===== src/rtl/cmh_pkg.sv =====
package cmh_pkg;

  localparam int VALUE_WIDTH_DEF = 32;
  localparam int TICK_WIDTH_DEF  = 24;
  localparam int HALF_W          = 32;
  localparam int ACT_W           = 17;
  localparam int CFG_IDX_W       = 3;
  localparam int CFG_DATA_W      = 64;

  localparam logic [ACT_W-1:0] Q_ONE = 17'd65536;

  typedef enum logic [CFG_IDX_W-1:0] {
    CFG_SLIP     = 3'd0,
    CFG_RESID    = 3'd1,
    CFG_FORCE    = 3'd2,
    CFG_FRIC     = 3'd3,
    CFG_TORQ     = 3'd4,
    CFG_DWELL    = 3'd5,
    CFG_GAIN     = 3'd6,
    CFG_ACT_STEP = 3'd7
  } cfg_idx_t;

  typedef enum logic [1:0] {
    MODE_FIXED    = 2'd0,
    MODE_ROLLING  = 2'd1,
    MODE_SLIDING  = 2'd2,
    MODE_DETACHED = 2'd3
  } mode_t;

  typedef enum logic [3:0] {
    ST_FIXED    = 4'b0001,
    ST_ROLLING  = 4'b0010,
    ST_SLIDING  = 4'b0100,
    ST_DETACHED = 4'b1000
  } state_t;

  typedef enum logic [1:0] {
    CAUSE_NONE = 2'd0,
    CAUSE_FLAG = 2'd1,
    CAUSE_NEG  = 2'd2
  } cause_t;

  typedef struct packed {
    logic signed [HALF_W-1:0] slip_enter;
    logic signed [HALF_W-1:0] slip_exit;
    logic signed [HALF_W-1:0] resid_enter;
    logic signed [HALF_W-1:0] resid_exit;
    logic signed [HALF_W-1:0] force_enter;
    logic signed [HALF_W-1:0] force_exit;
    logic signed [HALF_W-1:0] fric_enter;
    logic signed [HALF_W-1:0] fric_exit;
    logic signed [HALF_W-1:0] torq_enter;
    logic signed [HALF_W-1:0] torq_exit;
    logic [ACT_W-1:0]         filter_gain;
    logic [ACT_W-1:0]         act_step;
  } cfg_t;

  function automatic state_t mode_to_state(input logic [1:0] m);
    state_t s;
    case (m)
      MODE_FIXED:   s = ST_FIXED;
      MODE_ROLLING: s = ST_ROLLING;
      MODE_SLIDING: s = ST_SLIDING;
      default:      s = ST_DETACHED;
    endcase
    return s;
  endfunction

  function automatic mode_t state_to_mode(input state_t s);
    mode_t m;
    case (s)
      ST_FIXED:   m = MODE_FIXED;
      ST_ROLLING: m = MODE_ROLLING;
      ST_SLIDING: m = MODE_SLIDING;
      default:    m = MODE_DETACHED;
    endcase
    return m;
  endfunction

endpackage


===== src/rtl/cmh_if.sv =====
interface cmh_in_if #(
  parameter int VW = cmh_pkg::VALUE_WIDTH_DEF
);
  logic                 valid;
  logic                 ready;
  logic                 meas_valid;
  logic signed [VW-1:0] slip_speed;
  logic signed [VW-1:0] rolling_residual;
  logic signed [VW-1:0] normal_force;
  logic signed [VW-1:0] friction_margin;
  logic signed [VW-1:0] torque_margin;
  logic [1:0]           wanted_mode;

  modport source (
    output valid, meas_valid, slip_speed, rolling_residual, normal_force,
           friction_margin, torque_margin, wanted_mode,
    input  ready
  );
  modport sink (
    input  valid, meas_valid, slip_speed, rolling_residual, normal_force,
           friction_margin, torque_margin, wanted_mode,
    output ready
  );
endinterface

interface cmh_out_if #(
  parameter int VW = cmh_pkg::VALUE_WIDTH_DEF,
  parameter int TW = cmh_pkg::TICK_WIDTH_DEF
);
  logic                           valid;
  logic                           ready;
  logic [1:0]                     estimated_mode;
  logic [cmh_pkg::ACT_W-1:0]      activation_level;
  logic signed [VW-1:0]           filtered_slip;
  logic                           measurement_ok;
  logic [1:0]                     invalid_cause;
  logic [TW-1:0]                  dwell_count;

  modport source (
    output valid, estimated_mode, activation_level, filtered_slip, measurement_ok,
           invalid_cause, dwell_count,
    input  ready
  );
  modport sink (
    input  valid, estimated_mode, activation_level, filtered_slip, measurement_ok,
           invalid_cause, dwell_count,
    output ready
  );
endinterface


===== src/rtl/cmh_cfg.sv =====
module cmh_cfg #(
  parameter int TICK_WIDTH = cmh_pkg::TICK_WIDTH_DEF
) (
  input  logic                           clk,
  input  logic                           rst_n,
  input  logic                           cfg_we,
  input  logic [cmh_pkg::CFG_IDX_W-1:0]  cfg_idx,
  input  logic [cmh_pkg::CFG_DATA_W-1:0] cfg_wdata,
  output cmh_pkg::cfg_t                  cfg,
  output logic [TICK_WIDTH-1:0]          min_dwell
);

  cmh_pkg::cfg_t         cfg_r, cfg_nxt;
  logic [TICK_WIDTH-1:0] dwell_r, dwell_nxt;

  always_comb begin
    cfg_nxt   = cfg_r;
    dwell_nxt = dwell_r;
    if (cfg_we) begin
      case (cmh_pkg::cfg_idx_t'(cfg_idx))
        cmh_pkg::CFG_SLIP: begin
          cfg_nxt.slip_enter = cfg_wdata[63:32];
          cfg_nxt.slip_exit  = cfg_wdata[31:0];
        end
        cmh_pkg::CFG_RESID: begin
          cfg_nxt.resid_enter = cfg_wdata[63:32];
          cfg_nxt.resid_exit  = cfg_wdata[31:0];
        end
        cmh_pkg::CFG_FORCE: begin
          cfg_nxt.force_enter = cfg_wdata[63:32];
          cfg_nxt.force_exit  = cfg_wdata[31:0];
        end
        cmh_pkg::CFG_FRIC: begin
          cfg_nxt.fric_enter = cfg_wdata[63:32];
          cfg_nxt.fric_exit  = cfg_wdata[31:0];
        end
        cmh_pkg::CFG_TORQ: begin
          cfg_nxt.torq_enter = cfg_wdata[63:32];
          cfg_nxt.torq_exit  = cfg_wdata[31:0];
        end
        cmh_pkg::CFG_DWELL:    dwell_nxt           = cfg_wdata[TICK_WIDTH-1:0];
        cmh_pkg::CFG_GAIN:     cfg_nxt.filter_gain = cfg_wdata[cmh_pkg::ACT_W-1:0];
        cmh_pkg::CFG_ACT_STEP: cfg_nxt.act_step    = cfg_wdata[cmh_pkg::ACT_W-1:0];
        default: ;
      endcase
    end
  end

  always_ff @(posedge clk) begin
    if (!rst_n) begin
      cfg_r   <= '{filter_gain: cmh_pkg::Q_ONE, act_step: cmh_pkg::Q_ONE, default: '0};
      dwell_r <= '0;
    end else begin
      cfg_r   <= cfg_nxt;
      dwell_r <= dwell_nxt;
    end
  end

  assign cfg       = cfg_r;
  assign min_dwell = dwell_r;

endmodule


===== src/rtl/cmh_core.sv =====
module cmh_core #(
  parameter int VALUE_WIDTH = cmh_pkg::VALUE_WIDTH_DEF,
  parameter int TICK_WIDTH  = cmh_pkg::TICK_WIDTH_DEF
) (
  input  logic                          clk,
  input  logic                          rst_n,
  input  logic                          step_en,
  input  cmh_pkg::cfg_t                 cfg,
  input  logic [TICK_WIDTH-1:0]         min_dwell,
  input  logic                          meas_valid,
  input  logic signed [VALUE_WIDTH-1:0] slip_speed,
  input  logic signed [VALUE_WIDTH-1:0] rolling_residual,
  input  logic signed [VALUE_WIDTH-1:0] normal_force,
  input  logic signed [VALUE_WIDTH-1:0] friction_margin,
  input  logic signed [VALUE_WIDTH-1:0] torque_margin,
  input  logic [1:0]                    wanted_mode,
  output logic [1:0]                    res_mode,
  output logic [cmh_pkg::ACT_W-1:0]     res_act,
  output logic signed [VALUE_WIDTH-1:0] res_filt,
  output logic                          res_ok,
  output logic [1:0]                    res_cause,
  output logic [TICK_WIDTH-1:0]         res_dwell
);

  localparam int VW  = VALUE_WIDTH;
  localparam int AW  = cmh_pkg::ACT_W;
  localparam int CW  = ((VW > cmh_pkg::HALF_W) ? VW : cmh_pkg::HALF_W) + 2;
  localparam int PW  = VW + AW + 2;

  cmh_pkg::state_t       cur_r, cur_nxt, pend_r, pend_nxt, req_st, desired;
  logic [TICK_WIDTH-1:0] pt_r, pt_nxt, dwell_r, dwell_nxt;
  logic [TICK_WIDTH-1:0] dwell_inc, pt_base, pt_new;
  logic signed [VW-1:0]  filt_r, filt_nxt, filt_upd;
  logic [AW-1:0]         act_r, act_nxt;

  logic                  ok;
  cmh_pkg::cause_t       cause;
  logic [AW-1:0]         gain_eff, step_eff, target;
  logic signed [VW:0]    diff;
  logic [PW-1:0]         prod;
  logic signed [CW-1:0]  filt_c, resid_c, mag_c, force_c, fric_c, torq_c;
  logic                  force_low, slipping, recovered, hard_det;
  logic signed [AW+1:0]  delta, step_s, act_s;

  assign ok = meas_valid && !slip_speed[VW-1];

  always_comb begin
    if (!meas_valid)    cause = cmh_pkg::CAUSE_FLAG;
    else if (!ok)       cause = cmh_pkg::CAUSE_NEG;
    else                cause = cmh_pkg::CAUSE_NONE;
  end

  assign gain_eff = (cfg.filter_gain > cmh_pkg::Q_ONE) ? cmh_pkg::Q_ONE : cfg.filter_gain;
  assign step_eff = (cfg.act_step > cmh_pkg::Q_ONE) ? cmh_pkg::Q_ONE : cfg.act_step;

  assign diff     = {slip_speed[VW-1], slip_speed} - {filt_r[VW-1], filt_r};
  assign prod     = diff * $signed({1'b0, gain_eff});
  assign filt_upd = filt_r + $signed(prod[VW+15:16]);

  assign filt_c  = CW'(filt_upd);
  assign resid_c = CW'(rolling_residual);
  assign mag_c   = resid_c[CW-1] ? -resid_c : resid_c;
  assign force_c = CW'(normal_force);
  assign fric_c  = CW'(friction_margin);
  assign torq_c  = CW'(torque_margin);

  assign force_low = force_c < CW'(cfg.force_exit);
  assign slipping  = (filt_c > CW'(cfg.slip_enter)) || (mag_c > CW'(cfg.resid_enter)) ||
                     (fric_c < CW'(cfg.fric_exit)) || (torq_c < CW'(cfg.torq_exit));
  assign recovered = (filt_c < CW'(cfg.slip_exit)) && (mag_c < CW'(cfg.resid_exit)) &&
                     (force_c > CW'(cfg.force_enter)) && (fric_c > CW'(cfg.fric_enter)) &&
                     (torq_c > CW'(cfg.torq_enter));

  assign req_st   = cmh_pkg::mode_to_state(wanted_mode);
  assign hard_det = (req_st == cmh_pkg::ST_DETACHED) || force_low;

  always_comb begin
    if (hard_det)                                  desired = cmh_pkg::ST_DETACHED;
    else if (req_st == cmh_pkg::ST_SLIDING)        desired = cmh_pkg::ST_SLIDING;
    else if (cur_r == cmh_pkg::ST_DETACHED)        desired = recovered ? req_st
                                                                       : cmh_pkg::ST_DETACHED;
    else if (cur_r == cmh_pkg::ST_SLIDING && !recovered) desired = cmh_pkg::ST_SLIDING;
    else if (slipping)                             desired = cmh_pkg::ST_SLIDING;
    else                                           desired = req_st;
  end

  assign dwell_inc = (&dwell_r) ? dwell_r : dwell_r + 1'b1;
  assign pt_base   = (pend_r != desired) ? '0 : pt_r;
  assign pt_new    = (&pt_base) ? pt_base : pt_base + 1'b1;

  always_comb begin
    cur_nxt   = cur_r;
    pend_nxt  = pend_r;
    pt_nxt    = pt_r;
    dwell_nxt = dwell_r;
    filt_nxt  = filt_r;
    if (step_en) begin
      dwell_nxt = dwell_inc;
      if (!ok) begin
        filt_nxt  = '0;
        cur_nxt   = cmh_pkg::ST_DETACHED;
        pend_nxt  = cmh_pkg::ST_DETACHED;
        pt_nxt    = '0;
        dwell_nxt = '0;
      end else begin
        filt_nxt = filt_upd;
        if (desired == cur_r) begin
          pend_nxt = desired;
          pt_nxt   = '0;
        end else if (hard_det || pt_new >= min_dwell) begin
          cur_nxt   = desired;
          pend_nxt  = desired;
          pt_nxt    = '0;
          dwell_nxt = '0;
        end else begin
          pend_nxt = desired;
          pt_nxt   = pt_new;
        end
      end
    end
  end

  assign target = (cur_nxt == cmh_pkg::ST_DETACHED) ? '0 : cmh_pkg::Q_ONE;
  assign delta  = $signed({2'b00, target}) - $signed({2'b00, act_r});
  assign step_s = $signed({2'b00, step_eff});

  always_comb begin
    if (delta > step_s)       act_s = $signed({2'b00, act_r}) + step_s;
    else if (delta < -step_s) act_s = $signed({2'b00, act_r}) - step_s;
    else                      act_s = $signed({2'b00, target});
    act_nxt = step_en ? act_s[AW-1:0] : act_r;
  end

  always_ff @(posedge clk) begin
    if (!rst_n) begin
      cur_r   <= cmh_pkg::ST_DETACHED;
      pend_r  <= cmh_pkg::ST_DETACHED;
      pt_r    <= '0;
      dwell_r <= '0;
      filt_r  <= '0;
      act_r   <= '0;
    end else begin
      cur_r   <= cur_nxt;
      pend_r  <= pend_nxt;
      pt_r    <= pt_nxt;
      dwell_r <= dwell_nxt;
      filt_r  <= filt_nxt;
      act_r   <= act_nxt;
    end
  end

  assign res_mode  = cmh_pkg::state_to_mode(cur_nxt);
  assign res_act   = act_nxt;
  assign res_filt  = filt_nxt;
  assign res_ok    = ok;
  assign res_cause = cause;
  assign res_dwell = dwell_nxt;

  a_reject_detaches: assert property (@(posedge clk) disable iff (!rst_n)
    step_en && !ok |=> cur_r == cmh_pkg::ST_DETACHED && filt_r == '0 && dwell_r == '0)
    else $error("rejected beat did not force detached");

  a_act_bounded: assert property (@(posedge clk) disable iff (!rst_n)
    act_r <= cmh_pkg::Q_ONE)
    else $error("activation above one");

  a_mode_onehot: assert property (@(posedge clk) disable iff (!rst_n)
    $onehot(cur_r) && $onehot(pend_r))
    else $error("mode state not one-hot");

  a_idle_holds: assert property (@(posedge clk) disable iff (!rst_n)
    !step_en |=> $stable(cur_r) && $stable(filt_r) && $stable(act_r) && $stable(dwell_r))
    else $error("state moved without a beat");

endmodule


===== src/rtl/contact_mode_hysteresis_fsm_unit.sv =====
// Contact mode estimator with enter/exit hysteresis, dwell and activation ramp.
//
// in_bus carries one control tick per beat (valid/ready); out_bus returns one
// result beat for every input beat, in order. Configuration registers are
// written through cfg_wdata, cfg_idx and cfg_we, one register per cycle; the user
// must write only while the block is idle; the block does not enforce this.
//
// An accepted beat is held in the input register, and its result is loaded
// into the result register once it is free (input register, then result
// register). Throughput: one beat per cycle unless the receiver stalls; the
// per-beat work is a single filter multiply feeding the threshold compares
// and the mode update, all between the input register and the result register.
//
// Reset (rst_n low, synchronous): mode detached, counters, filter and
// activation cleared, thresholds 0, dwell 0, filter gain and activation step 1.
//
// When the receiver stalls, the result register holds its beat and the
// input register takes one more beat; after that in_bus.ready drops.
module contact_mode_hysteresis_fsm_unit #(
  parameter int VALUE_WIDTH = cmh_pkg::VALUE_WIDTH_DEF,
  parameter int TICK_WIDTH  = cmh_pkg::TICK_WIDTH_DEF
) (
  input  logic                           clk,
  input  logic                           rst_n,
  cmh_in_if.sink                         in_bus,
  cmh_out_if.source                      out_bus,
  input  logic                           cfg_we,
  input  logic [cmh_pkg::CFG_IDX_W-1:0]  cfg_idx,
  input  logic [cmh_pkg::CFG_DATA_W-1:0] cfg_wdata
);

  localparam int VW = VALUE_WIDTH;
  localparam int AW = cmh_pkg::ACT_W;

  cmh_pkg::cfg_t         cfg;
  logic [TICK_WIDTH-1:0] min_dwell;

  logic                  in_vld_r, in_vld_nxt;
  logic                  mv_r;
  logic signed [VW-1:0]  slip_r, resid_r, force_r, fric_r, torq_r;
  logic [1:0]            want_r;
  logic                  in_acc, adv;

  logic                  out_vld_r, out_vld_nxt;
  logic [1:0]            mode_r;
  logic [AW-1:0]         act_r;
  logic signed [VW-1:0]  filt_r;
  logic                  ok_r;
  logic [1:0]            cause_r;
  logic [TICK_WIDTH-1:0] dwell_r;

  logic [1:0]            res_mode;
  logic [AW-1:0]         res_act;
  logic signed [VW-1:0]  res_filt;
  logic                  res_ok;
  logic [1:0]            res_cause;
  logic [TICK_WIDTH-1:0] res_dwell;

  assign adv          = in_vld_r && (!out_vld_r || out_bus.ready);
  assign in_bus.ready = !in_vld_r || adv;
  assign in_acc       = in_bus.valid && in_bus.ready;

  assign in_vld_nxt  = in_acc ? 1'b1 : (adv ? 1'b0 : in_vld_r);
  assign out_vld_nxt = adv ? 1'b1 : (out_bus.ready ? 1'b0 : out_vld_r);

  cmh_cfg #(
    .TICK_WIDTH (TICK_WIDTH)
  ) u_cfg (
    .clk       (clk),
    .rst_n     (rst_n),
    .cfg_we    (cfg_we),
    .cfg_idx   (cfg_idx),
    .cfg_wdata (cfg_wdata),
    .cfg       (cfg),
    .min_dwell (min_dwell)
  );

  cmh_core #(
    .VALUE_WIDTH (VALUE_WIDTH),
    .TICK_WIDTH  (TICK_WIDTH)
  ) u_core (
    .clk              (clk),
    .rst_n            (rst_n),
    .step_en          (adv),
    .cfg              (cfg),
    .min_dwell        (min_dwell),
    .meas_valid       (mv_r),
    .slip_speed       (slip_r),
    .rolling_residual (resid_r),
    .normal_force     (force_r),
    .friction_margin  (fric_r),
    .torque_margin    (torq_r),
    .wanted_mode      (want_r),
    .res_mode         (res_mode),
    .res_act          (res_act),
    .res_filt         (res_filt),
    .res_ok           (res_ok),
    .res_cause        (res_cause),
    .res_dwell        (res_dwell)
  );

  always_ff @(posedge clk) begin
    if (!rst_n) begin
      in_vld_r  <= 1'b0;
      out_vld_r <= 1'b0;
    end else begin
      in_vld_r  <= in_vld_nxt;
      out_vld_r <= out_vld_nxt;
    end
  end

  always_ff @(posedge clk) begin
    if (in_acc) begin
      mv_r    <= in_bus.meas_valid;
      slip_r  <= in_bus.slip_speed;
      resid_r <= in_bus.rolling_residual;
      force_r <= in_bus.normal_force;
      fric_r  <= in_bus.friction_margin;
      torq_r  <= in_bus.torque_margin;
      want_r  <= in_bus.wanted_mode;
    end
    if (adv) begin
      mode_r  <= res_mode;
      act_r   <= res_act;
      filt_r  <= res_filt;
      ok_r    <= res_ok;
      cause_r <= res_cause;
      dwell_r <= res_dwell;
    end
  end

  assign out_bus.valid            = out_vld_r;
  assign out_bus.estimated_mode   = mode_r;
  assign out_bus.activation_level = act_r;
  assign out_bus.filtered_slip    = filt_r;
  assign out_bus.measurement_ok   = ok_r;
  assign out_bus.invalid_cause    = cause_r;
  assign out_bus.dwell_count      = dwell_r;

endmodule


===== src/flat_wrapper.sv =====
// flat-port wrapper written by rule: the top's interface ports become plain ports
module contact_mode_hysteresis_fsm_unit_flat 
#(
  parameter int VALUE_WIDTH = cmh_pkg::VALUE_WIDTH_DEF,
  parameter int TICK_WIDTH  = cmh_pkg::TICK_WIDTH_DEF
)
  (clk, rst_n, cfg_we, cfg_idx, cfg_wdata, in_bus_valid, in_bus_meas_valid, in_bus_slip_speed, in_bus_rolling_residual, in_bus_normal_force, in_bus_friction_margin, in_bus_torque_margin, in_bus_wanted_mode, in_bus_ready, out_bus_valid, out_bus_estimated_mode, out_bus_activation_level, out_bus_filtered_slip, out_bus_measurement_ok, out_bus_invalid_cause, out_bus_dwell_count, out_bus_ready);
  cmh_in_if in_bus_i ();
  cmh_out_if out_bus_i ();
  input  logic clk;
  input  logic rst_n;
  input  logic cfg_we;
  input  logic [cmh_pkg::CFG_IDX_W-1:0] cfg_idx;
  input  logic [cmh_pkg::CFG_DATA_W-1:0] cfg_wdata;
  input wire logic [$bits(in_bus_i.valid)-1:0] in_bus_valid;
  input wire logic [$bits(in_bus_i.meas_valid)-1:0] in_bus_meas_valid;
  input wire logic [$bits(in_bus_i.slip_speed)-1:0] in_bus_slip_speed;
  input wire logic [$bits(in_bus_i.rolling_residual)-1:0] in_bus_rolling_residual;
  input wire logic [$bits(in_bus_i.normal_force)-1:0] in_bus_normal_force;
  input wire logic [$bits(in_bus_i.friction_margin)-1:0] in_bus_friction_margin;
  input wire logic [$bits(in_bus_i.torque_margin)-1:0] in_bus_torque_margin;
  input wire logic [$bits(in_bus_i.wanted_mode)-1:0] in_bus_wanted_mode;
  output wire logic [$bits(in_bus_i.ready)-1:0] in_bus_ready;
  output wire logic [$bits(out_bus_i.valid)-1:0] out_bus_valid;
  output wire logic [$bits(out_bus_i.estimated_mode)-1:0] out_bus_estimated_mode;
  output wire logic [$bits(out_bus_i.activation_level)-1:0] out_bus_activation_level;
  output wire logic [$bits(out_bus_i.filtered_slip)-1:0] out_bus_filtered_slip;
  output wire logic [$bits(out_bus_i.measurement_ok)-1:0] out_bus_measurement_ok;
  output wire logic [$bits(out_bus_i.invalid_cause)-1:0] out_bus_invalid_cause;
  output wire logic [$bits(out_bus_i.dwell_count)-1:0] out_bus_dwell_count;
  input wire logic [$bits(out_bus_i.ready)-1:0] out_bus_ready;
  assign in_bus_i.valid = in_bus_valid;
  assign in_bus_i.meas_valid = in_bus_meas_valid;
  assign in_bus_i.slip_speed = in_bus_slip_speed;
  assign in_bus_i.rolling_residual = in_bus_rolling_residual;
  assign in_bus_i.normal_force = in_bus_normal_force;
  assign in_bus_i.friction_margin = in_bus_friction_margin;
  assign in_bus_i.torque_margin = in_bus_torque_margin;
  assign in_bus_i.wanted_mode = in_bus_wanted_mode;
  assign in_bus_ready = in_bus_i.ready;
  assign out_bus_valid = out_bus_i.valid;
  assign out_bus_estimated_mode = out_bus_i.estimated_mode;
  assign out_bus_activation_level = out_bus_i.activation_level;
  assign out_bus_filtered_slip = out_bus_i.filtered_slip;
  assign out_bus_measurement_ok = out_bus_i.measurement_ok;
  assign out_bus_invalid_cause = out_bus_i.invalid_cause;
  assign out_bus_dwell_count = out_bus_i.dwell_count;
  assign out_bus_i.ready = out_bus_ready;
  contact_mode_hysteresis_fsm_unit #(.VALUE_WIDTH(VALUE_WIDTH), .TICK_WIDTH(TICK_WIDTH)) u_core (.clk(clk), .rst_n(rst_n), .in_bus(in_bus_i), .out_bus(out_bus_i), .cfg_we(cfg_we), .cfg_idx(cfg_idx), .cfg_wdata(cfg_wdata));
endmodule

===== config.mk =====
export PLATFORM = sky130hd
export DESIGN_NAME = contact_mode_hysteresis_fsm_unit_flat
export DESIGN_NICKNAME = d
export VERILOG_FILES = /design/src/rtl/cmh_pkg.sv /design/src/rtl/cmh_if.sv /design/src/rtl/cmh_cfg.sv /design/src/rtl/cmh_core.sv /design/src/rtl/contact_mode_hysteresis_fsm_unit.sv /design/src/flat_wrapper.sv
export SDC_FILE = /design/constraint.sdc
export NUM_CORES = 2
export LEC_CHECK = 0
export BUFFER_PORTS_ARGS = -buffer_cell sky130_fd_sc_hd__buf_2
export CORE_AREA = 2 2 320 322
export DETAILED_ROUTE_END_ITERATION = 8
export DIE_AREA = 0 0 322 324
export GPL_TIMING_DRIVEN = 0
export PLACE_DENSITY = 0.78
export SYNTH_ARGS = -nofsm -noshare
export SYNTH_HDL_FRONTEND = slang
export SYNTH_HIERARCHICAL = 1
export SYNTH_SLANG_ARGS = --single-unit

===== constraint.sdc =====
create_clock -name clk -period 47.8 [get_ports clk]
set_input_delay 4.78 -clock clk [delete_from_list [all_inputs] [get_ports clk]]
set_output_delay 4.78 -clock clk [all_outputs]
set_load 0.02 [all_outputs]

==> reports/qor.csv <==
stage,metric,value,unit
setup_path,cp-end-kind,flop,
outcome,status,"complete, but fails checks",
logic_synthesis,yosysSeqAreaShare,28.23,%
outcome,violations,"capacitance limit, slew limit",
placement,io_buffers,314,
worst_hold_path,min_path_type,reg -> reg,
pwr,power,0.002395,W
route,wirelength,185600,um
layout,final_cell_mix,"inv_1 (1116), nand2_1 (916), ha_1 (591)",
clocking,cts_max_level,3,
clocking,cts-resized-gates,0,
floorplanning,ios,315,
timing,finalCritPeriodShare,56.81,%
floorplanning,core-area,101000,um^2
timing,final-hold-violation-count,0,
timing,clock_skew,0.07367,ns
layout,multi_input_area,37770,um^2
logic_synthesis,ys_ff_latch,726,
setup_path,worstSetupPathType,reg -> reg,
job,cap_violations,1,
placement,post-dp-hpwl,146900,um
setup_path,startpoint_type,flop,
route,firstDrtPassIters,7,
layout,fin_nets,8319,
logic_synthesis,ys_types,92,
setup_path,cp_max_fo,10,
grt,grt_max_degree,37,
pwr,powerDensity,36.09,nW/um^2
setup_path,max_stage_delay,0.98,ns
logic_synthesis,synth_ff_type,dfxtp_1,
timing,finalWorstPathRequiredPeriod,27.15,ns
timing,worstMarginPinSlew,1.609,ns
setup_path,cpMostUsedCell,ha_1,
clocking,clk_pin_slew,0.07,ns
grt,track_usage,35.72,%
pwr,power_leakage,30.60,nW
clocking,cts_made_buffers,82,
timing,drv_slew,11,
setup_path,cp_data_arrival_time,27.72,ns
floorplanning,initial_core_util,59.44,%
layout,n_fill_cell,8121,
route,vias,49224,
route,drc_errors,0,
floorplanning,dieArea,104300,um^2
setup_path,crit_family,compound AO/OA/AOI/OAI gates,
layout,drive_above_1_share,8.220,%
layout,area_growth,10.55,%
grt,antenna_found_initial,10,
clocking,cts_hold_buf,0,
floorplanning,dieWidth,322,um
timing,grt_setup_unrepaired,no,
floorplanning,die_y,324,um
grt,first_global_vias,49591,
layout,final_util,65.71,%
layout,layout_commonest_cell,inv_1,
placement,place.gp.congestion,0.9995,
clocking,clk_path_buf_depth,3,
logic_synthesis,synth-async-reset-ratio,0,%
grt,grt_overflow_total,0,
layout,ff_latch_area,16950,um^2
clocking,cts_num_sinks,726,
timing,setup_violations,0,
route,viasPerCell,5.887,
timing,fmaxAchievable,36.83,MHz
setup_path,required,48.37,ns
pwr,ir_worst_vdd,0.00005455,V
route,drtIter0Drc,4717,
timing,tns,0,ns
setup_path,crit_path_top_delay_cell,nor4_1,
clocking,cts_root_buffer,clkbuf_16,
grt,grt_pass1_wl,281400,um
setup_path,path_buf_inv,11,
logic_synthesis,syn_area,60040,um^2
clocking,insertion_delay,0.69,ns
logic_synthesis,synth_edf_count,241,
logic_synthesis,yosys_warnings,6,
floorplanning,rows,117,
timing,slew_headroom,-8.028,%
logic_synthesis,syn_area_per_cell,9.145,um^2
route,post_drt_wl_per_cell,22.20,um
clocking,cts_tree,yes,
logic_synthesis,syn_inst,6565,
clocking,post-cts-setup-buffer-count,0,
route,ant_nets,0,
==> cell usage after synthesis, types with 136 or more instances <==
cell | count | area (um^2)
mux2i_1 | 387 | 3874
nor2_1 | 502 | 1884
fa_1 | 518 | 10370
a21oi_1 | 230 | 1151
inv_1 | 1116 | 4189
edfxtp_1 | 241 | 7237
ha_1 | 591 | 7395
dfxtp_1 | 485 | 9709
nand2_1 | 916 | 3438
o21ai_0 | 176 | 880.8
clkbuf_1 | 148 | 555.5
xnor2_1 | 136 | 1191
==> stage by stage <==
stage	setup slack (ns)	hold WS [ns]	cells	cell area (um^2)
floorplan	27.79	0.4339	6568	60050
global placement	21.67	0.4416	8191	63260
detailed placement	21.54	0.4485	8200	63480
CTS	21.46	0.4587	8353	66340
global route	19.47	0.4635	8354	66350
finish	20.65	0.4580	8362	66370
==> path summary, 6_finish.rpt <==
kind,depth (start not counted),slack [ns],start,endpoint
worst max-delay path,92,20.65,u_core/u_core/filt_r[0],u_core/u_core/act_r[12]
worst min-delay path,2,0.46,u_core/u_cfg/cfg[300],u_core/u_cfg/cfg[300]
worst max register to register,92,20.65,u_core/u_core/filt_r[0],u_core/u_core/act_r[12]
worst min register to register,2,0.46,u_core/u_cfg/cfg[300],u_core/u_cfg/cfg[300]
==> per-layer routing <==
| metal | track usage, % | vias to the layer above | part of all wire, % |
|---|---|---|---|
| met4 | 23.55 | 10 | 7.8 |
| met5 | 0 | - | 0.037 |
| li1 | - | 22304 | - |
| met1 | 43.07 | 23667 | 38 |
| met3 | 8.597 | 671 | 9.7 |
| met2 | 57.20 | 2572 | 45 |
==> registers in the layout, summed over array words and instances (netlist names), 17 cells and up <==
name and flops:
u_core/torq_r 32, u_core/out_bus.filtered_slip 32, u_core/u_core/pt_r 24, u_core/force_r 32, u_core/u_core/act_r 17, u_core/u_cfg/min_dwell 24
u_core/u_core/filt_r 32, u_core/slip_r 32, u_core/resid_r 32, u_core/u_core/dwell_r 24, u_core/fric_r 32, u_core/out_bus.activation_level 17
u_core/out_bus.dwell_count 24, u_core/u_cfg/cfg 354
==> report_power, final <==
group,internal [W],leakage [nW],switching [W]
logic,0.000384,23.0,0.000663
clock network,0.000374,1.38,0.000284
registers,0.000668,6.25,0.0000220
total,0.00143,30.6,0.000970
==> worst min-delay path, delay by kind of cell, from the launching register on <==
kind	cells	cell delay, ns
multiplexers	1	0.05
AND/OR/NAND/NOR	1	0.05
flip-flops	1	0.31
==> layout make-up <==
| type | count | share of cell area (%) |
|---|---|---|
| timing repair buffer | 323 | 2.662 |
| buffer | 213 | 1.774 |
| sequential | 726 | 25.53 |
| tap | 1309 | 2.468 |
| inverter | 1116 | 6.312 |
| clock inverter | 43 | 0.7936 |
| multi-input combinational | 4513 | 56.90 |
| clock buffer | 110 | 3.521 |
| antenna | 9 | 0.03393 |
==> kinds of logic after synthesis <==
family / count (synthesis) / share of synthesized area [%]
compound gates: 848 / 9.241
other cells: 1 / 0.006246
fa+ha+maj: 1109 / 29.59
flops: 726 / 28.23
mux: 402 / 6.734
buf+inv: 1329 / 8.939
simple gates: 1955 / 14.42
xor+xnor: 195 / 2.845
Power figures use the tool's default switching activity.
